**src/rtl/cpci_pkg.sv**
```systemverilog
`timescale 1ns / 1ps

package cpci_pkg;

   localparam int MAGW      = 17;
   localparam int SQW       = 2 * MAGW;
   localparam int D2W       = SQW + 1;
   localparam int DISTW     = 18;
   localparam int NRMW      = 15;
   localparam int NQW       = NRMW + 1;
   localparam int NNW       = MAGW + NRMW + 1;
   localparam int RESTW     = 9;
   localparam int REST_FRAC = 8;
   localparam int KW        = RESTW + 1;
   localparam int RADW      = 16;
   localparam int MASSW     = 16;

   localparam logic [RESTW-1:0] REST_RESET = 9'd218;

   typedef enum logic [1:0] {
      ST_APART      = 2'd0,
      ST_SEPARATED  = 2'd1,
      ST_IMPULSE    = 2'd2,
      ST_COINCIDENT = 2'd3
   } cpci_status_type;

endpackage

```
**src/rtl/cpci_isqrt.sv**
```systemverilog
`timescale 1ns / 1ps

module cpci_isqrt import cpci_pkg::*; #(
   parameter int SW = 1
) (
   input  logic             clock,
   input  logic             reset,
   input  logic             en,
   input  logic             in_valid,
   input  logic [D2W-1:0]   in_rad,
   input  logic [SW-1:0]    in_side,
   output logic             out_valid,
   output logic [DISTW-1:0] out_root,
   output logic [SW-1:0]    out_side
);

   localparam int TW = D2W + 1;

   logic [D2W-1:0]   rem_ff  [DISTW];
   logic [DISTW-1:0] root_ff [DISTW];
   logic [SW-1:0]    side_ff [DISTW];
   logic [DISTW-1:0] vld_ff;

   for (genvar k = 0; k < DISTW; k++) begin : g_stage
      localparam int B = DISTW - 1 - k;
      logic [D2W-1:0]   rem_prev;
      logic [DISTW-1:0] root_prev;
      logic [SW-1:0]    side_prev;
      logic             vld_prev;
      logic [TW-1:0]    trial;
      logic             take;
      logic [D2W-1:0]   rem_in;
      logic [DISTW-1:0] root_in;

      if (k == 0) begin : g_first
         assign rem_prev  = in_rad;
         assign root_prev = '0;
         assign side_prev = in_side;
         assign vld_prev  = in_valid;
      end else begin : g_next
         assign rem_prev  = rem_ff[k-1];
         assign root_prev = root_ff[k-1];
         assign side_prev = side_ff[k-1];
         assign vld_prev  = vld_ff[k-1];
      end

      assign trial   = (TW'(root_prev) << (B + 1)) + (TW'(1) << (2 * B));
      assign take    = TW'(rem_prev) >= trial;
      assign rem_in  = take ? D2W'(TW'(rem_prev) - trial) : rem_prev;
      assign root_in = take ? (root_prev | (DISTW'(1) << B)) : root_prev;

      always_ff @(posedge clock) begin
         if (en) begin
            rem_ff[k]  <= rem_in;
            root_ff[k] <= root_in;
            side_ff[k] <= side_prev;
         end
      end

      always_ff @(posedge clock) begin
         if (reset) begin
            vld_ff[k] <= 1'b0;
         end else if (en) begin
            vld_ff[k] <= vld_prev;
         end
      end
   end

   assign out_valid = vld_ff[DISTW-1];
   assign out_root  = root_ff[DISTW-1];
   assign out_side  = side_ff[DISTW-1];

endmodule

```
**config.mk**
```make
export PLATFORM = sky130hd
export DESIGN_NAME = cpci_isqrt
export DESIGN_NICKNAME = d
export VERILOG_FILES = /design/src/rtl/cpci_pkg.sv /design/src/rtl/cpci_isqrt.sv
export SDC_FILE = /design/constraint.sdc
export NUM_CORES = 1
export LEC_CHECK = 0
export ABC_CLOCK_PERIOD_IN_PS = 2500
export BUFFER_PORTS_ARGS = -buffer_cell sky130_fd_sc_hd__clkbuf_2
export CAP_MARGIN = 30
export CORE_ASPECT_RATIO = 0.6
export CORE_MARGIN = 8
export CORE_UTILIZATION = 30
export CTS_CLUSTER_SIZE = 25
export DETAILED_ROUTE_END_ITERATION = 8
export PLACE_DENSITY = 0.42
export SETUP_SLACK_MARGIN = 0.3
export SLEW_MARGIN = 15
export SYNTH_ARGS = -nofsm -noshare
export SYNTH_HDL_FRONTEND = slang
export SYNTH_SLANG_ARGS = --single-unit
```
**constraint.sdc**
```tcl
create_clock -name clock -period 2.5 [get_ports clock]
set_input_delay 0.25 -clock clock [delete_from_list [all_inputs] [get_ports clock]]
set_output_delay 0.25 -clock clock [all_outputs]
set_load 0.01 [all_outputs]
```
==> results.cfg <==
[run_status]
status = finished with violations
violations = setup timing

[global_routing]
grt_overflow = 0
met1_usage = 0.2756
first_global_vias = 27630
gr-usage-all-layers = 0.1641
grt_antenna_before_repair = 4
gr-usage-met3 = 0.05040
grt_pass1_wl_mm = 173.6
top_usage_layer = met1
met2_usage = 0.1978
grt_max_degree = 84

[route]
vias = 27520
drt_iter0_markers = 1958
via_per_inst = 4.784
drt_wl_total_mm = 117.2
dr.pass1.iters = 5
postRouteAntennaNets = 0
routedWlPerCell_um = 20.38
drc = 0

[power]
comb_power_share = 0.302
power_mw = 44.30
p_per_area_mw_per_mm2 = 781.9
swShare = 0.3060
intPower_mw = 30.75
cellLeakagePower_nw = 22.27
worst_ir_drop_vdd_uv = 589.9
switchingPower_mw = 13.56
clkPwrFrac = 0.287
p_seq_frac = 0.411

[synth]
synth_cells = 2861
synth-edff-count = 784
synth_commonest_cells = edfxtp_1, inv_1, ha_1
synth_nets = 3087
syn_area_mm2 = 0.03759
ys_seq_elements = 802
post-synth-top-count-cell = edfxtp_1
ys_seq_area_frac = 0.6359
syn_area_per_cell_um2 = 13.14
yosysTopAreaCell = edfxtp_1
synthDistinctLibCells = 94
synth-main-ff-cell = edfxtp_1
ys_top_cells_by_area = edfxtp_1, ha_1, xor2_1
postSynth.asyncResetShare = 0
synth.top_cell.area_share = 0.6263
synth_warnings = 0

[cts]
ctsRootBufferMaster = clkbuf_16
numCtsBuffers = 84
clk-insertion-delay-late_ns = 0.68
cts_tree = yes
clock_sinks = 802
clkTransAtPathRegs_ns = 0.06
cts_buffer_depth = 3
cts_htree_levels = 3

[timing]
period_share = 1.169
rsz0062_at_grt = yes
hold_violations = 0
tightest_slew_ns = 0.8905
period_minus_slack_ns = 2.923
final.setup_skew_ns = 0.02871
slew_viol_final = 0
relSlewSlack = 0.4009
fmax_mhz = 342.1
setup_ws_ns = -0.4230
setup_viol = 233

[floorplan]
ios = 60
num_rows = 100
die_x_um = 473.0
fp.dieH_um = 290.2
initial_core_util = 0.3029
die_area_mm2 = 0.1373
core_mm2 = 0.1241

[placed_design]
portBuffers = 59
dp.cells = 5279
dp_hpwl_mm = 85.39
gp_congestion = 0.9099

[flow_run]
maxCapViolCount = 0

[critical_path]
cp_data_required_time_ns = 3.05
startpoint = rem_ff[10][14]$_DFFE_PP_
r2r_start = rem_ff[10][14]$_DFFE_PP_
cp.arrival_ns = 3.48
critPathLaunchType = flop
criticalPathCategory = flop to flop
end_kind = flop
cp_max_fo = 4

[cells_and_area]
layout-area-overhead-vs-synth_pct = 50.73
stdcell_count = 5752
fillers = 11230
drive_gt1_frac = 0.4547
fin_nets = 4227

[worst_hold_path]
holdCritStartpoint = in_rad[8]
hp-class = input pin to flop
-- metrics by stage --
| stage | utilization | instance area (um^2) | worst slack (ns) | setup TNS [ns] | hold slack (ns) |
|---|---|---|---|---|---|
| after global routing | 0.4565 | 56660 | -0.5575 | -73.65 | 0.2245 |
| final | 0.4565 | 56660 | -0.4230 | -53.03 | 0.2730 |
| after detailed placement | 0.3768 | 46760 | -0.9221 | -84.91 | 0.4061 |
| after floorplan | - | 38940 | -0.1477 | -0.3484 | 0.3489 |
| after global placement | 0.3768 | 46760 | -0.9237 | -79.55 | 0.4024 |
| after CTS | 0.4370 | 54240 | -0.3922 | -39.89 | 0.2025 |
-- critical path: stages, from the launching register on --
cell	delay (ns)
edfxtp_1	0.52
ha_4	0.28
buf_12	0.12
o211ai_1	0.09
nand2_1	0.11
a31o_4	0.24
o41ai_4	0.19
buf_4	0.19
o211ai_1	0.17
nor3_1	0.24
xor2_1	0.43
buf_4	0.20
-- path summary, 6_finish.rpt --
check	endpoint	slack, ns	depth (start not counted)
worst max-delay path	rem_ff[11][33]$_DFFE_PP_	-0.42	11
worst min-delay path	rem_ff[0][8]$_DFFE_PP_	0.27	2
worst max register to register	rem_ff[11][33]$_DFFE_PP_	-0.42	11
worst min register to register	side_ff[11]$_DFFE_PP_	0.42	0
-- final cells by class --
cell class	instances	area, um^2	share of cell area
antenna	3	7.507	0.0001325
tap	1683	2106	0.03717
multi-input combinational	1782	17390	0.3070
timing repair buffer	1107	9605	0.1695
clock inverter	42	455.4	0.008038
inverter	224	868.3	0.01533
sequential	802	23900	0.4219
clock buffer	109	2321	0.04096
-- state kept, by name, summed over array words and instances, names as in the netlist --
register          cells
root_ff             171
g_stage.vld_prev     17
side_ff              18
out_valid             1
rem_ff              595
-- kinds of logic after synthesis --
kind of cell             count (synthesis)  synth area share
flip-flops                             802            0.6359
AND/OR/NAND/NOR                        802            0.1154
AO/OA/AOI/OAI                          518           0.09014
buffers and inverters                  278           0.02986
XOR/XNOR                               225           0.05242
adder cells (fa/ha/maj)                186           0.06211
multiplexers                            49           0.01411
other                                    1        0.00009976
-- metal layers --
metal,vias to the layer above,routed length [um]
met4,2,1682
met1,13640,64000
met3,129,9491
met2,658,42060
met5,-,8
li1,13090,-
-- repair_timing --
item / 4_1_cts / 5_1_grt
setup buffers: 167 / 92
hold buffers: 40 / 0
cloned: 16 / 4
hold endpoints to repair: 78 / 0
endpoints found under the setup margin: 297 / 303
pin swaps: 235 / 182
resized for setup: 559 / 327
-- layout by cell type, fill, tap and decap left out, types with 29 or more instances in the layout --
master | synthesis | final
o21ai_2 | 2 | 42
ha_4 | 0 | 67
nor4_1 | 98 | 63
xnor2_1 | 99 | 81
o21ai_4 | 0 | 29
clkbuf_2 | 0 | 58
a21oi_2 | 1 | 46
buf_6 | 6 | 109
o21ai_1 | 8 | 29
ha_1 | 185 | 110
buf_12 | 0 | 47
o21ai_0 | 132 | 42
edfxtp_1 | 784 | 784
xor2_1 | 126 | 116
buf_4 | 3 | 828
clkbuf_16 | 0 | 91
nand2_2 | 0 | 29
nand2b_1 | 34 | 32
nand2_1 | 166 | 95
inv_2 | 0 | 33
a21oi_1 | 137 | 78
o21a_1 | 43 | 41
nand2_4 | 0 | 42
a21o_1 | 45 | 44
nor2_1 | 158 | 112
inv_1 | 224 | 188
dlygate4sd3_1 | 0 | 40
nand4_1 | 41 | 41
nor3_1 | 79 | 40
-- power groups by stage --
stage / Combinational [mW] / Clock (mW) / Sequential, mW
floorplan: 5.29 / 0 / 17.9
global placement: 10.1 / 0 / 18.3
detailed placement: 10.2 / 0 / 18.3
CTS: 12.2 / 13.2 / 18.2
global route: 14.4 / 13.6 / 18.4
finish: 13.4 / 12.7 / 18.2
(Power assumes the default switching activity.)
