File: src/rtl/cpci_div.sv
`timescale 1ns / 1ps

module cpci_div #(
   parameter int NW = 33,
   parameter int DW = 18,
   parameter int QW = 16,
   parameter int SW = 1
) (
   input  logic          clock,
   input  logic          reset,
   input  logic          en,
   input  logic          in_valid,
   input  logic [NW-1:0] in_num_a,
   input  logic [NW-1:0] in_num_b,
   input  logic [DW-1:0] in_den,
   input  logic [SW-1:0] in_side,
   output logic          out_valid,
   output logic [QW-1:0] out_quo_a,
   output logic [QW-1:0] out_quo_b,
   output logic [SW-1:0] out_side
);

   localparam int RW = (NW > DW + QW) ? NW : DW + QW;

   logic [RW-1:0] rema_ff [QW];
   logic [RW-1:0] remb_ff [QW];
   logic [QW-1:0] qa_ff   [QW];
   logic [QW-1:0] qb_ff   [QW];
   logic [DW-1:0] den_ff  [QW];
   logic [SW-1:0] side_ff [QW];
   logic [QW-1:0] vld_ff;

   for (genvar k = 0; k < QW; k++) begin : g_stage
      localparam int B = QW - 1 - k;
      logic [RW-1:0] ra_prev, rb_prev, sh;
      logic [QW-1:0] qa_prev, qb_prev;
      logic [DW-1:0] den_prev;
      logic [SW-1:0] side_prev;
      logic          vld_prev;
      logic          ta, tb;
      logic [RW-1:0] rema_in, remb_in;
      logic [QW-1:0] qa_in, qb_in;

      if (k == 0) begin : g_first
         assign ra_prev   = RW'(in_num_a);
         assign rb_prev   = RW'(in_num_b);
         assign qa_prev   = '0;
         assign qb_prev   = '0;
         assign den_prev  = in_den;
         assign side_prev = in_side;
         assign vld_prev  = in_valid;
      end else begin : g_next
         assign ra_prev   = rema_ff[k-1];
         assign rb_prev   = remb_ff[k-1];
         assign qa_prev   = qa_ff[k-1];
         assign qb_prev   = qb_ff[k-1];
         assign den_prev  = den_ff[k-1];
         assign side_prev = side_ff[k-1];
         assign vld_prev  = vld_ff[k-1];
      end

      assign sh      = RW'(den_prev) << B;
      assign ta      = ra_prev >= sh;
      assign tb      = rb_prev >= sh;
      assign rema_in = ta ? ra_prev - sh : ra_prev;
      assign remb_in = tb ? rb_prev - sh : rb_prev;
      assign qa_in   = ta ? (qa_prev | (QW'(1) << B)) : qa_prev;
      assign qb_in   = tb ? (qb_prev | (QW'(1) << B)) : qb_prev;

      always_ff @(posedge clock) begin
         if (en) begin
            rema_ff[k] <= rema_in;
            remb_ff[k] <= remb_in;
            qa_ff[k]   <= qa_in;
            qb_ff[k]   <= qb_in;
            den_ff[k]  <= den_prev;
            side_ff[k] <= side_prev;
         end
      end

      always_ff @(posedge clock) begin
         if (reset) begin
            vld_ff[k] <= 1'b0;
         end else if (en) begin
            vld_ff[k] <= vld_prev;
         end
      end
   end

   assign out_valid = vld_ff[QW-1];
   assign out_quo_a = qa_ff[QW-1];
   assign out_quo_b = qb_ff[QW-1];
   assign out_side  = side_ff[QW-1];

endmodule

File: config.mk
export PLATFORM = sky130hd
export DESIGN_NAME = cpci_div
export DESIGN_NICKNAME = d
export VERILOG_FILES = /design/src/rtl/cpci_div.sv
export SDC_FILE = /design/constraint.sdc
export NUM_CORES = 2
export LEC_CHECK = 0
export BUFFER_PORTS_ARGS = -buffer_cell sky130_fd_sc_hd__buf_2
export CORE_MARGIN = 10
export CORE_UTILIZATION = 40
export DETAILED_ROUTE_END_ITERATION = 16
export PLACE_DENSITY = 0.66
export REMOVE_ABC_BUFFERS = 1
export SLEW_MARGIN = 10
export SYNTH_ARGS = -nofsm -noshare
export SYNTH_HDL_FRONTEND = slang
export SYNTH_SLANG_ARGS = --single-unit
File: constraint.sdc
create_clock -name clock -period 3.31 [get_ports clock]
set_input_delay 0 -clock clock [delete_from_list [all_inputs] [get_ports clock]]
set_output_delay 0 -clock clock [all_outputs]
set_load 0.005 [all_outputs]
==> impl_results.md <==
- H-tree depth: 4
- Failing checks: negative setup slack
- GRT overflow: 0
- Pre-CTS setup slack: -488 ps
- Rel. slew slack: 0.435
- Psw: 0.0304 W
- Cell Rows: 170
- Routed length on met1: 84.2 mm
- Netlist cell types: 91
- Syn Inst Count: 7,511
- Met2 wire len: 134 mm
- Reg clk slew, reported paths: 60 ps
- Yosys top cell area share: 0.548
- Die Area: 0.235 mm^2
- Area Growth Syn to Fin: 23.9%
- Sequential-to-total area share from yosys stat: 0.551
- Hold crit path type: input pin to flip-flop
- Mapped Area: 0.0865 mm^2
- Period minus WS final: 3320 ps
- P_int: 0.0559 W
- Top-count cell post-synth: edfxtp_1
- Tot GR Track Use: 0.204
- Reg-to-reg endpoint: rema_ff[0][121]
- RSZ-0062 raised after global routing: true
- CP required: 3910 ps
- Worst reg2reg path depth: 13
- Number of cells on the worst hold path: 3
- Pwr Density: 805 mW/mm^2
- Worst slew pin tran: 848 ps
- Final setup violation count: 4
- GP Congestion: 1.01
- Most common library cells after synthesis: 1,578 x edfxtp_1, 600 x nand2_1, 576 x ha_1, 536 x a21oi_1, 526 x nor2_1
- Post-Place Cells: 11,094
- Pin count of the biggest net entering global routing: 146
- Fin. max-slew vios: 0
- Endpoint, Worst Hold: remb_ff[0][29]
- Initial DRC Count: 3,623
- Reg2reg setup slack: -10 ps
- Biggest area consumer among synthesized cells: edfxtp_1
- Core ar.: 0.215 mm^2
- Max Cap Viol: 0
- Worst Skew: 70.6 ps
- Wire per inst: 21.3 um
- Post-DRT Antenna Nets: 0
- Post-synth EDFFs: 1,578
- Worst Setup End Kind: flip-flop
- Final WS setup: -14.8 ps
- CTS tree: yes
- Initial Utilization: 0.403
- Clk pwr share: 0.231
- Fmax: 0.301 GHz
- Flop pwr share: 0.371
- CP Data Arrival Time: 3920 ps
- RR Startpoint: den_ff[2][0]
- Die Span X: 485 um
- Post-route cell area: 0.107 mm^2
- Final Util: 0.499
- Ys Warns: 0
- Synth Flop Type: edfxtp_1
- Initial antenna violation count: 2
- Worst skew pair latency: 860 ps
- Finished Layout Cells: 11,705
- First-pass GRT wire length: 373 mm
- Post-route DRC violation count: 0
- Min-delay src: in_num_b[29]
- Share of cells above drive strength 1: 0.202
- Total CTS buffers: 179
- Via density: 5.36
- Critical Path Max Stage Delay: 450 ps
- Worst-path cell chain: buf_6 -> ha_4 -> fa_2 -> nor2b_4 -> o221a_4 -> nor4_2 -> o31a_1 -> o21ai_2 -> a21oi_2 -> o21ai_2 -> buf_12 -> buf_4 -> mux2_2
- Final Hold Viols: 0
- Synthesized area per cell: 11.5 um^2
- First-pass iteration count of the detailed router: 5
- Worst-path fanout max: 6
- CTS Sinks: 1,594
- Setup crit start kind: flip-flop
- Top sig layer: met4
- Post-DP HPWL: 196 mm
- Clock buffer depth: 3
- Fin crit share: 1.00
- Power, Total: 0.0863 W
- DR vias: 62,710
- DP Area: 0.0964 mm^2
- Comb pwr share: 0.398
- Outcome: complete, but fails checks
- Port Buffers: 122
- Synthesized flop and latch total: 1,594
- Final WL: 250 mm
- Root buffer cell: clkbuf_16
- Leakage: 41.6 nW
- Top cell by count, worst path: o21ai_2
- Metal3 WL: 7.46 mm
- Vias in the first global route: 64,429
- Async S/R FF share, synth: 0
- Ports: 123
- Die Y-Extent: 485 um
- CP Class: flip-flop to flip-flop
- Fin nets: 9,416
- Worst VDD drop: 0.000563 V
- Net Sw Frac: 0.352
- CP max-delay cell: edfxtp_1
- Top cells by area, synth: edfxtp_1 55%, ha_1 8.3%, xor2_1 3.2%
[power groups by stage]
stage | clock (W) | combinational (W) | sequential, W
finish | 0.0199 | 0.0344 | 0.0320
detailed placement | 0 | 0.0321 | 0.0323
CTS | 0.0204 | 0.0327 | 0.0319
global route | 0.0212 | 0.0378 | 0.0324
global placement | 0 | 0.0315 | 0.0322
floorplan | 0 | 0.0213 | 0.0307
[metrics by stage]
step	TNS, ps	hold slack, ps
finish	-44.8	70.1
detailed placement	-25030	181
floorplan	-325390	72.4
global route	-1320	54.3
CTS	-17.2	7.21
global placement	-35220	183
[cells in the final DEF (no fill, tap or decap), types with 121 or more instances in the layout]
cell,n
edfxtp_1,1578
buf_4,793
nand2_1,595
ha_1,538
nor2_1,521
a21oi_1,505
o21ai_0,470
inv_1,432
xor2_1,314
xnor2_1,296
a21o_1,195
dlygate4sd3_1,187
clkbuf_16,182
nor3_1,149
buf_2,121
[how the worst max path moves through the flow]
stage	from	to	slack, ps	depth (start not counted)
after global routing	den_ff[8][1]	rema_ff[1][63]	-100	15
after detailed placement	den_ff[9][1]	rema_ff[1][100]	-490	13
after CTS	den_ff[9][2]	rema_ff[1][100]	-10	13
after global placement	rema_ff[1][113]	rema_ff[1][165]	-830	12
final	den_ff[2][0]	rema_ff[0][121]	-10	13
after floorplan	remb_ff[1][15]	remb_ff[1][63]	-3430	10
[routing by layer]
| layer | GRT usage | vias up |
|---|---|---|
| met1 | 0.188 | 30056 |
| met4 | 0.159 | 0 |
| met3 | 0.0265 | 705 |
| met5 | 0 | - |
| li1 | - | 30484 |
| met2 | 0.399 | 1465 |
[sequential cells by signal (all words and copies together) (netlist names)]
name              cells
remb_ff             510
den_ff              270
out_valid             1
rema_ff             510
g_stage.vld_prev     15
qa_ff               136
side_ff              16
qb_ff               136
[layout make-up]
| type | instances | area (um^2) |
|---|---|---|
| diodes | 5 | 12.5 |
| inverters | 474 | 1780 |
| well taps | 2838 | 3550 |
| flip-flops and latches | 1594 | 47700 |
| clock buffers | 200 | 4580 |
| multi-input cells | 5297 | 38500 |
| repair buffers | 1175 | 9670 |
| clock inverters | 122 | 1370 |
| fillers | 18638 | 108000 |
[worst max-delay path, delay by kind of cell, from the launching register on]
family | cells | cell delay [ps]
multiplexers | 1 | 330
AND/OR/NAND/NOR | 2 | 190
AO/OA/AOI/OAI | 5 | 1060
adder cells (fa/ha/maj) | 2 | 570
flip-flops | 1 | 450
buffers and inverters | 3 | 450
[logic make-up (layout without fill, tap and decap cells)]
| kind of cell | after synthesis | in the layout | share of synthesized area |
|---|---|---|---|
| DFF | 1594 | 1594 | 0.551 |
| and+or+nand+nor | 2112 | 2112 | 0.120 |
| buffers and inverters | 620 | 1971 | 0.0275 |
| other | 0 | 5 | 0 |
| AOI/OAI and AO/OA | 1834 | 1834 | 0.132 |
| muxes | 130 | 130 | 0.0166 |
| adders and majority gates | 606 | 606 | 0.0903 |
| xor gates and xnor gates | 615 | 615 | 0.0623 |
[timing repair]
item,in CTS,in global routing
cloned,1,4
pin swaps,24,136
hold endpoints to repair,660,0
buffers inserted,14,81
resized for setup,118,379
setup endpoints to repair,323,439
hold buffers,187,0
(Power assumes the default switching activity.)
